--- src/design/erle_pkg.sv ---
// Package with the types, constants and helper function of the escaped run-length encoder.
`default_nettype none

package erle_pkg;

  localparam int unsigned ByteW = 8;
  localparam logic [ByteW-1:0] EscCode = 8'd8;
  localparam logic [ByteW-1:0] RunCap = 8'd255;
  localparam logic [ByteW-1:0] RunMin = 8'd4;

  // Most encoded bytes that one input byte can cause.
  localparam int unsigned MaxBurst = 4;
  localparam int unsigned BurstCntW = $clog2(MaxBurst + 1);
  localparam int unsigned QueueDepthDflt = 8;

  typedef struct packed {
    logic [ByteW-1:0] in_byte;
    logic             in_last;
  } erle_in_t;

  typedef struct packed {
    logic [ByteW-1:0] out_byte;
    logic             out_last;
  } erle_out_t;

  // Bytes that close a held run: either escape, length, value or up to three literals.
  typedef struct packed {
    logic [2:0][ByteW-1:0] bytes;
    logic [1:0]            n;
  } erle_flush_t;

  function automatic erle_flush_t flush_f(input logic [ByteW-1:0] value,
                                          input logic [ByteW-1:0] len);
    erle_flush_t r;
    if (len >= RunMin) begin
      r.bytes[0] = EscCode;
      r.bytes[1] = len;
      r.bytes[2] = value;
      r.n        = 2'd3;
    end else begin
      r.bytes = {3{value}};
      r.n     = len[1:0];
    end
    return r;
  endfunction

endpackage

`default_nettype wire

--- src/design/escaped_run_length_encoder_core.sv ---
// Escaped run-length encoder: run tracking, burst generation and output queue.
//
// Usage: the input channel takes one nonzero byte per request, with in_last set on the
// final byte of a string. The output channel gives the encoded stream one byte per
// request, with out_last set on the final encoded byte of the string. Runs of four or
// more equal bytes above 8 leave as escape 8, length, value; runs are cut at 255.
// Each accepted byte is encoded in the cycle it is taken and its zero to four result
// bytes are appended to a queue of QueueDepth entries whose head is the output register.
// An input request is taken in every cycle while the queue holds at most QueueDepth - 4
// entries; the output drains one byte per cycle while the receiver does not stall, so
// throughput is one input byte per cycle unless flush bursts or stalls fill the queue.
// When the receiver stalls, the head of the queue holds still and input is taken
// until the queue holds over QueueDepth - 4 entries, which raises in_stall_o.
// Reset empties the queue and clears the held run.
`default_nettype none

module escaped_run_length_encoder_core #(
  parameter int unsigned QueueDepth = erle_pkg::QueueDepthDflt
) (
  input  logic                clk_i,
  input  logic                rst_ni,
  input  erle_pkg::erle_in_t  in_req_i,
  input  logic                in_valid_i,
  output logic                in_stall_o,
  output erle_pkg::erle_out_t out_req_o,
  output logic                out_valid_o,
  input  logic                out_stall_i
);
  import erle_pkg::*;

  localparam int unsigned CntW = $clog2(QueueDepth + 1);
  localparam int unsigned IdxW = (QueueDepth > 1) ? $clog2(QueueDepth) : 1;

  logic [ByteW-1:0] run_value_q, run_value_d;
  logic [ByteW-1:0] run_length_q, run_length_d;
  erle_out_t        queue_q [QueueDepth];
  erle_out_t        queue_d [QueueDepth];
  logic [CntW-1:0]  cnt_q, cnt_d;

  logic             push, pop;
  logic             is_small, is_same;
  logic [ByteW-1:0] next_len;
  erle_flush_t      fl_held, fl_grown;
  logic [ByteW-1:0] item_b [MaxBurst];
  logic [BurstCntW-1:0] gen_n;
  logic [CntW-1:0]  base;

  assign in_stall_o  = cnt_q > CntW'(QueueDepth - MaxBurst);
  assign push        = in_valid_i && !in_stall_o;
  assign out_valid_o = cnt_q != '0;
  assign pop         = out_valid_o && !out_stall_i;
  assign out_req_o   = queue_q[0];

  assign is_small = in_req_i.in_byte <= EscCode;
  assign is_same  = (run_length_q != '0) && (in_req_i.in_byte == run_value_q);
  assign next_len = run_length_q + 8'd1;
  assign fl_held  = flush_f(run_value_q, run_length_q);
  assign fl_grown = flush_f(run_value_q, next_len);

  always_comb begin
    for (int k = 0; k < MaxBurst; k++) begin
      item_b[k] = in_req_i.in_byte;
    end
    gen_n        = '0;
    run_value_d  = run_value_q;
    run_length_d = run_length_q;
    if (is_small) begin
      for (int k = 0; k < 3; k++) begin
        if (k < int'(fl_held.n)) begin
          item_b[k] = fl_held.bytes[k];
        end
      end
      gen_n        = BurstCntW'(fl_held.n) + BurstCntW'(1);
      run_length_d = '0;
    end else if (is_same) begin
      if ((next_len == RunCap) || in_req_i.in_last) begin
        for (int k = 0; k < 3; k++) begin
          item_b[k] = fl_grown.bytes[k];
        end
        gen_n        = BurstCntW'(fl_grown.n);
        run_length_d = '0;
      end else begin
        run_length_d = next_len;
      end
    end else begin
      for (int k = 0; k < 3; k++) begin
        if (k < int'(fl_held.n)) begin
          item_b[k] = fl_held.bytes[k];
        end
      end
      gen_n        = BurstCntW'(fl_held.n) + BurstCntW'(in_req_i.in_last);
      run_value_d  = in_req_i.in_byte;
      run_length_d = in_req_i.in_last ? 8'd0 : 8'd1;
    end
    if (in_req_i.in_last) begin
      run_value_d = '0;
    end
  end

  assign base = cnt_q - CntW'(pop);

  always_comb begin
    for (int j = 0; j < QueueDepth; j++) begin
      queue_d[j] = queue_q[j];
    end
    if (pop) begin
      for (int j = 0; j < QueueDepth - 1; j++) begin
        queue_d[j] = queue_q[j + 1];
      end
    end
    if (push) begin
      for (int k = 0; k < MaxBurst; k++) begin
        if (k < int'(gen_n)) begin
          queue_d[IdxW'(base) + IdxW'(k)].out_byte = item_b[k];
          queue_d[IdxW'(base) + IdxW'(k)].out_last =
            in_req_i.in_last && (BurstCntW'(k + 1) == gen_n);
        end
      end
    end
    cnt_d = base + (push ? CntW'(gen_n) : CntW'(0));
  end

  always_ff @(posedge clk_i or negedge rst_ni) begin
    if (!rst_ni) begin
      cnt_q        <= '0;
      run_value_q  <= '0;
      run_length_q <= '0;
    end else begin
      cnt_q <= cnt_d;
      if (push) begin
        run_value_q  <= run_value_d;
        run_length_q <= run_length_d;
      end
    end
  end

  always_ff @(posedge clk_i) begin
    for (int j = 0; j < QueueDepth; j++) begin
      queue_q[j] <= queue_d[j];
    end
  end

  assert property (@(posedge clk_i) disable iff (!rst_ni)
    cnt_q <= CntW'(QueueDepth))
    else $error("Output queue count exceeds its depth.");

  assert property (@(posedge clk_i) disable iff (!rst_ni)
    run_length_q != RunCap)
    else $error("A run reached the cap without being sent.");

  assert property (@(posedge clk_i) disable iff (!rst_ni)
    (push && in_req_i.in_last) |=> (run_length_q == '0) && out_valid_o)
    else $error("End of string left a run held or produced no output.");

  assert property (@(posedge clk_i) disable iff (!rst_ni)
    (push && is_small) |=> out_valid_o)
    else $error("A small byte was accepted but nothing was queued.");

endmodule

`default_nettype wire

--- config.mk ---
export PLATFORM = sky130hd
export DESIGN_NAME = escaped_run_length_encoder_core
export DESIGN_NICKNAME = d
export VERILOG_FILES = /design/src/design/erle_pkg.sv /design/src/design/escaped_run_length_encoder_core.sv
export SDC_FILE = /design/constraint.sdc
export NUM_CORES = 1
export LEC_CHECK = 0
export ABC_AREA = 1
export BUFFER_PORTS_ARGS = -buffer_cell sky130_fd_sc_hd__buf_2
export CAP_MARGIN = 20
export CORE_UTILIZATION = 45
export DETAILED_ROUTE_END_ITERATION = 10
export PLACE_DENSITY_LB_ADDON = 0.05
export SYNTH_ARGS = -nofsm -noshare
export SYNTH_HDL_FRONTEND = slang
export SYNTH_SLANG_ARGS = --single-unit
export TNS_END_PERCENT = 20
--- constraint.sdc ---
create_clock -name clk_i -period 4.3 [get_ports clk_i]
set_input_delay 0.43 -clock clk_i [delete_from_list [all_inputs] [get_ports clk_i]]
set_output_delay 0.43 -clock clk_i [all_outputs]
set_load 0.005 [all_outputs]
Word-level counts from Yosys, hierarchy flattened
Memories as Yosys holds them, arrays and structs flattened.
Cells that the tools add are included.
{"block": "op_classes", "n_addsub": 8, "order_cmp": 19, "eq_ne": 8, "mux": 52, "bitwise_logic": 4, "reduce_logical": 17}
{"cell": "bitwise mux 72 bit", "count": 8}
{"cell": "two-way mux 72 bit", "count": 8}
{"cell": "demux 9 bit (select 3 bit)", "count": 8}
{"cell": "two-way mux 24 bit", "count": 3}
{"cell": "two-way mux 8 bit", "count": 9}
{"cell": "two-way mux 63 bit", "count": 1}
{"cell": "two-way mux 18 bit", "count": 2}
{"cell": "two-way mux 9 bit", "count": 4}
{"cell": "greater-or-equal comparator 4 bit, second input constant", "count": 4}
{"cell": "greater-or-equal comparator 8 x 3 -> 1 bit, second input constant", "count": 2}
{"cell": "less-than comparator 4 x 1 -> 1 bit, second input constant", "count": 4}
{"cell": "inverter 3 -> 4 bit", "count": 4}
{"cell": "logical AND 1 bit", "count": 11}
{"cell": "two-way mux 3 bit", "count": 3}
{"cell": "adder 8 x 1 -> 8 bit, second input constant", "count": 1}
{"cell": "== test 8 bit", "count": 1}
{"cell": "== test 8 bit, second input constant", "count": 1}
{"cell": "<= comparator 8 x 4 -> 1 bit, second input constant", "count": 1}
{"cell": "nonzero test 8 bit", "count": 1}
{"cell": "adder 3 x 2 -> 3 bit, second input constant", "count": 2}
{"cell": "== test 2 x 3 -> 1 bit, first input constant", "count": 2}
{"cell": "less-than comparator 1 x 3 -> 1 bit, first input constant", "count": 2}
{"cell": "less-than comparator 2 x 3 -> 1 bit, first input constant", "count": 2}
{"cell": "two-way mux 1 bit", "count": 5}
{"cell": "16 further kinds", "count": 19}
{"block": "totals", "register_bits": 20, "ramBits": 72, "out_inout_bits": 11, "wordCells": 112, "memories": 1}
{"name": "queue_q", "words": 8, "width": 9, "read_ports": 8, "rd_clocked_by_memory_dff": 0, "write_ports": 8, "line_no": "escaped_run_length_encoder_core.sv:36", "text": "erle_out_t queue_q [QueueDepth];"}

Longest topological paths before layout
Gate-level depths: netlist of run 1.
{"block": "depth", "ltp_word": 24, "mapped_depth": 23, "mapped_depth_nobuf": 21}

Worst setup path before layout of run 1
Ideal clock, no wire load.
{"block": "synth_timing", "path_kind": "in2reg", "startpoint": "input out_stall_i", "endpoint": "memory queue_q[0][9] (netlist name)", "setup_ns": 0.130, "t_arrival_ns": 3.590, "path_slack_ns": 0.580, "cell_stages": 20, "n_path_buf": 4, "cell_sequence": "a31oi_1 -> clkbuf_1 -> clkbuf_1 -> ha_1 -> ha_1 -> clkbuf_1 -> inv_1 -> ha_1 -> or2_2 -> nand2_1 -> inv_1 -> nor2_1 -> nand3_1 -> buf_2 -> inv_1 -> nand2_1 -> nand3_1 -> nand2_1 -> nand2_1 -> o21ai_0"}
{"item": "start, declared", "line_no": "escaped_run_length_encoder_core.sv:27", "text": "input logic out_stall_i"}
{"item": "end, declared", "line_no": "escaped_run_length_encoder_core.sv:36"}

==> results of run 1 <==
==> where the power goes <==
part	leakage [uW]	internal [uW]	switching, uW
logic	0.00444	1710	3210
registers	0.000875	1300	266
clock network	0.000152	494	435
total	0.00547	3500	3910
==> final timing paths <==
kind | start | to | slack, ps | cells after the start
setup reg to reg | run_length_q[5] | queue_q[1][29] | 350 | 17
hold reg to reg | queue_q[1][9] | queue_q[1][9] | 610 | 4
min in group clk_i | in_req_i[0] | run_length_q[0] | 410 | 2
hold / removal | rst_ni | run_length_q[6] | 10 | 1
max in group asynchronous | rst_ni | cnt_q[3] | 3970 | 1
setup / recovery | run_length_q[5] | queue_q[1][29] | 350 | 17
==> flip-flops by register name, summed over array words and instances, names as in the netlist <==
register / count
cnt_q: 4
queue_q: 72
run_length_q: 8
run_value_q: 8
==> through the flow <==
stage | std cells | total power (uW) | setup WS, ps | util [%] | instance area (um^2)
final | 1981 | 7412 | 346.1 | 49.71 | 10120
after global routing | 1980 | 8118 | 2.978 | 49.69 | 10120
after CTS | 1980 | 7298 | 418.8 | 49.68 | 10120
after detailed placement | 1964 | 6362 | 428.3 | 48.12 | 9799
after global placement | 1964 | 6334 | 508.6 | 48.12 | 9799
after floorplan | 1718 | 5076 | 580.3 | - | 9419
==> logic make-up (layout without fill, tap and decap cells) <==
| kind of cell | count (synthesis) | in the layout | synth area share, % |
|---|---|---|---|
| AOI/OAI and AO/OA | 253 | 253 | 14.76 |
| other | 0 | 1 | 0 |
| DFF | 92 | 92 | 21.57 |
| xor gates and xnor gates | 9 | 9 | 0.8369 |
| buffers and inverters | 297 | 289 | 12.67 |
| adders and majority gates | 15 | 15 | 2.072 |
| and+or+nand+nor | 1040 | 1040 | 46.81 |
| muxes | 12 | 12 | 1.275 |
==> final cells by class <==
type / count / area (um^2)
fillers: 2275 / 10240
clock inverters: 5 / 63.81
well taps: 270 / 337.8
clock buffers: 11 / 254.0
diodes: 1 / 2.502
multi-input cells: 1329 / 6211
repair buffers: 64 / 435.4
inverters: 209 / 785.8
flip-flops and latches: 92 / 2032
==> worst max-delay path: cells and delay by family (launching register included) <==
kind            cells  cell delay, ps
fa+ha+maj           1             430
flops               1             420
buf+inv             3             580
compound gates      2             290
simple gates       11            1960
==> cells in the mapped netlist (all sizes together), types with 10 or more instances <==
library cell	count	area, um^2
o211ai	10	75.07
buf	38	221.5
dfxtp	63	1261
a21oi	40	215.2
ha	14	175.2
nor2	154	623.1
mux2i	12	120.1
nand3	193	995.9
clkbuf	50	187.7
a21boi	11	82.58
o21ai	176	903.4
or2	51	319.1
inv	205	769.5
dfrtp	20	500.5
nand2	627	2379
==> per-layer routing <==
layer  share of wire, %  global-route usage [%]
met4                4.3                   18.13
met1                 44                   51.60
met2                 42                   53.63
met3                9.9                   5.563
met5                  0                       0
==> metrics, run 1 <==
register area share after synthesis=21.57%; slew margin rel.=37.72%; Die W=146.7 um; Final Critical Period=3954 ps; commonest cells after routing, fill and taps aside=nand2_1, inv_1, nand3_1; H-tree lvl count=3; Die Height=146.7 um; site row count=52; Worst Setup Start Kind=flop; Synth warnings=0; hpwl dp=26.44 mm; WP data arrival=4060 ps; DRT Wirelength=38.77 mm; vias=11070; first-pass GRT wire length=58.84 mm; CP required=4400 ps; Most used DFF post-synth=dfxtp_1; critical path class=reg -> reg; CTS Buf Count=9; share of flip-flops with an asynchronous set or reset=21.74%; worst hold slack=10.04 ps; worst min-delay path class=in -> async; global route overflow=0; clk root buf=clkbuf_16; maximum clock rate=0.2529 GHz; Initial DRC Count=1215; DR DRC count=0; routability cong.=0.9994; Setup Buffers After CTS=0; max-cap viol count=0; largest net degree at the start of global routing=92; per-cell routed wire length=19.57 um; Clock Skews=15.00 ps; final-report max-slew violation count=0; unrepaired setup endpoints after global routing=false; CP most frequent cell=nand2_1; Critical Path Max Stage Delay=430 ps; Leak=0.005471 uW; Worst-path clk slew=80 ps; CP cell instances=inv_1, nand2_1, nor2_1, nand2_1, nor2_1, inv_1, ha_1, nand2_1, nand2_2, inv_1, nand3_4, nor2_4, nor2_1, o211ai_1, nand2_1, nand2_1, o21ai_1; final setup vio count=0; Mean Syn Cell Area=5.483 um^2; Die Area=21510 um^2; VDD IR max=286.1 uV; total I/O pin count=24; clk buf depth=2; latest clock arrival within the worst-skew pair=370 ps; via density per instance=5.588; TritonRoute pass-1 iters=6; most common cell after layout, fill and taps aside=nand2_1; number of global-route vias before repair=9770; CTS Sinks=92; Slew @ Worst Pin=934.2 ps; cts repair resizes=0; synthesis-stage register bit count=92; port bufs=23; Synth cell types=44; Crit-path slowest cell=ha_1; syn_nets=1746; CP max FO=18; EDFF count, synth=9; Area Overhead vs Synth=7.465%; core area=20360 um^2; nature of the critical path endpoint=flop; CTS Hold Bufs=0; Final Hold Fails=0; Initial Util=46.25%; CTS tree=yes; Post-Synthesis Cells=1718; crit share post-route=91.95%; GRT Resource Usage Total=36.53%; Post-Syn Area=9419 um^2; share of cells above drive strength 1=10.29%; post-route ant nets=0; status=complete, no violations; pwr dens=732.3 nW/um^2; antenna violations before repair=0; Setup TNS=0 ps; # nets final=1733
No activity file was read; power rests on OpenSTA's default activity.
==> run 2: changes to the inputs <==
--- a/config.mk
+++ b/config.mk
@@ -8,8 +8,10 @@
 export ABC_AREA = 1
 export BUFFER_PORTS_ARGS = -buffer_cell sky130_fd_sc_hd__buf_2
 export CAP_MARGIN = 20
+export CORE_ASPECT_RATIO = 0.8
 export CORE_UTILIZATION = 45
 export DETAILED_ROUTE_END_ITERATION = 10
+export HOLD_SLACK_MARGIN = 0.05
 export PLACE_DENSITY_LB_ADDON = 0.05
 export SYNTH_ARGS = -nofsm -noshare
 export SYNTH_HDL_FRONTEND = slang
==> constraint.sdc (replaced) <==
create_clock -name clk_i -period 3.82 [get_ports clk_i]
set_input_delay 0.382 -clock clk_i [delete_from_list [all_inputs] [get_ports clk_i]]
set_output_delay 0.382 -clock clk_i [all_outputs]
set_load 0.005 [all_outputs]
==> run 2 against run 1 <==
Sequential cell count unchanged; largest cell class unchanged; sequential share of layout area down 0.47 points; largest power group unchanged; setup slack worse by 83 ps; hold slack better by 420 ps.
==> metrics, run 2 (synthesis results as in run 1) <==
Largest register FFs=72; antenna violations before repair=1; vias=11140; unrepaired setup endpoints after global routing=true; DRT Wirelength=38.55 mm; met3 wire length=4.265 mm; per-cell routed wire length=19.27 um; Clk network pwr share=12.2%; site row count=46; Clock Skews=9.918 ps; clk buf depth=2; wl on met1=17.33 mm; post-route ant nets=0; via density per instance=5.569; worst reg-to-reg path cell count=17; largest net degree at the start of global routing=74; Leak=0.005610 uW; CP max FO=19; # diodes=0; Area Overhead vs Synth=10.03%; Slew @ Worst Pin=705.8 ps; status=complete, no violations; Die Area=21520 um^2; critical path class=reg -> reg; Worst-path clk slew=70 ps; port bufs=23; fill count=2194; share of cells above drive strength 1=11.86%; WHS Path Cells=2; Final Hold Fails=0; post-route insts no fill=2001; CTS Buf Count=9; DR DRC count=0; wire length on met2=15.39 mm; Biggest register=queue_q; Die W=163.8 um; total I/O pin count=24; Final Critical Period=3557 ps; first-pass GRT wire length=58.83 mm; Worst Setup Start Kind=flop; nature of the critical path endpoint=flop; Top Registers=queue_q x72, run_length_q x8, run_value_q x8; DR top layer=met4; final setup vio count=0; crit share post-route=93.11%; worst min-delay path class=in -> reg; combinational share of power=67.0%; H-tree lvl count=3; hpwl dp=26.80 mm; max-cap viol count=0; Setup Buffers After CTS=0; Sw Pwr=4445 uW; Die Height=131.4 um; GRT Resource Usage Total=36.44%; cell-internal power=4052 uW; maximum clock rate=0.2812 GHz; clk root buf=clkbuf_16; routability cong.=1.027; slew margin rel.=52.83%; Final Core Density=51.45%; global route overflow=0; Setup TNS=0 ps; pwr dens=819.8 nW/um^2; most common cell after layout, fill and taps aside=nand2_1; CP required=4130 ps; TritonRoute pass-1 iters=6; # placed instances=1984; latest clock arrival within the worst-skew pair=370 ps; # nets final=1760; WP data arrival=3870 ps; Initial Util=46.76%; core area=20140 um^2; Seq pwr share=20.8%; number of global-route vias before repair=9800; VDD IR max=528.5 uV; Initial DRC Count=1459; CTS tree=yes; CTS Sinks=92; commonest cells after routing, fill and taps aside=nand2_1, inv_1, nand3_1; final-report max-slew violation count=0; Sw Share=52.31%
## run 2: metal layers
metal	up-vias	GRT usage [%]
li1	5440	-
met1	5050	53.54
met2	564	50.09
met3	89	8.396
met4	0	15.12
met5	-	0
## run 2: final cells by class
cell class	count	area (um^2)	area share, %
multi-input combinational	1329	6228	60.10
sequential	92	2032	19.61
inverter	209	789.5	7.618
timing repair buffer	91	656.9	6.338
tap	264	330.3	3.187
clock buffer	11	264.0	2.547
clock inverter	5	62.56	0.6036
## run 2: power by group through the flow
stage	clock network, uW	logic (uW)	registers [uW]
2_1_floorplan	0	4070	1640
3_3_place_gp	0	5480	1770
3_5_place_dp	0	5510	1770
4_1_cts	1050	5540	1750
5_1_grt	1080	6370	1810
6_report	1040	5690	1770
## run 2: repair_timing
item                                    4_1_cts  5_1_grt
hold buffers                                  1        0
resized for setup                             0        7
endpoints found under the setup margin        0       13
hold endpoints to repair                     20        0
## run 2: worst paths after layout
| check | from | end | slack, ps |
|---|---|---|---|
| max in group asynchronous | rst_ni | run_value_q[7] | 2980 |
| min in group asynchronous | rst_ni | run_value_q[6] | 510 |
| min reg2reg | queue_q[1][9] | queue_q[1][9] | 640 |
| max | run_length_q[0] | queue_q[0][26] | 260 |
| min | in_req_i[0] | run_length_q[0] | 430 |
| max reg2reg | run_length_q[0] | queue_q[0][26] | 260 |
## run 2: metrics by stage
step	hold WS (ps)	total power [uW]	instance area, um^2	setup WS [ps]
4_1_cts	406.0	8336	10340	223.2
5_1_grt	436.3	9253	10360	-13.05
3_3_place_gp	367.7	7247	10000	249.0
6_report	430.6	8496	10360	263.3
2_1_floorplan	86.41	5713	9419	116.9
3_5_place_dp	374.7	7280	10000	235.1
## run 2: critical path: stages (launching register included)
cell and delay (ps):
dfrtp_1 490, ha_1 290, nand2_1 160, o21ai_0 210
nand2_1 110, nor2_2 180, nand3_4 180, nand2_4 260
nand3_1 140, nand2_2 280, a21oi_4 100, buf_4 200
inv_2 160, nand2_1 210, or2_2 330, nand3_1 80
nand2_1 60, nand2_1 50
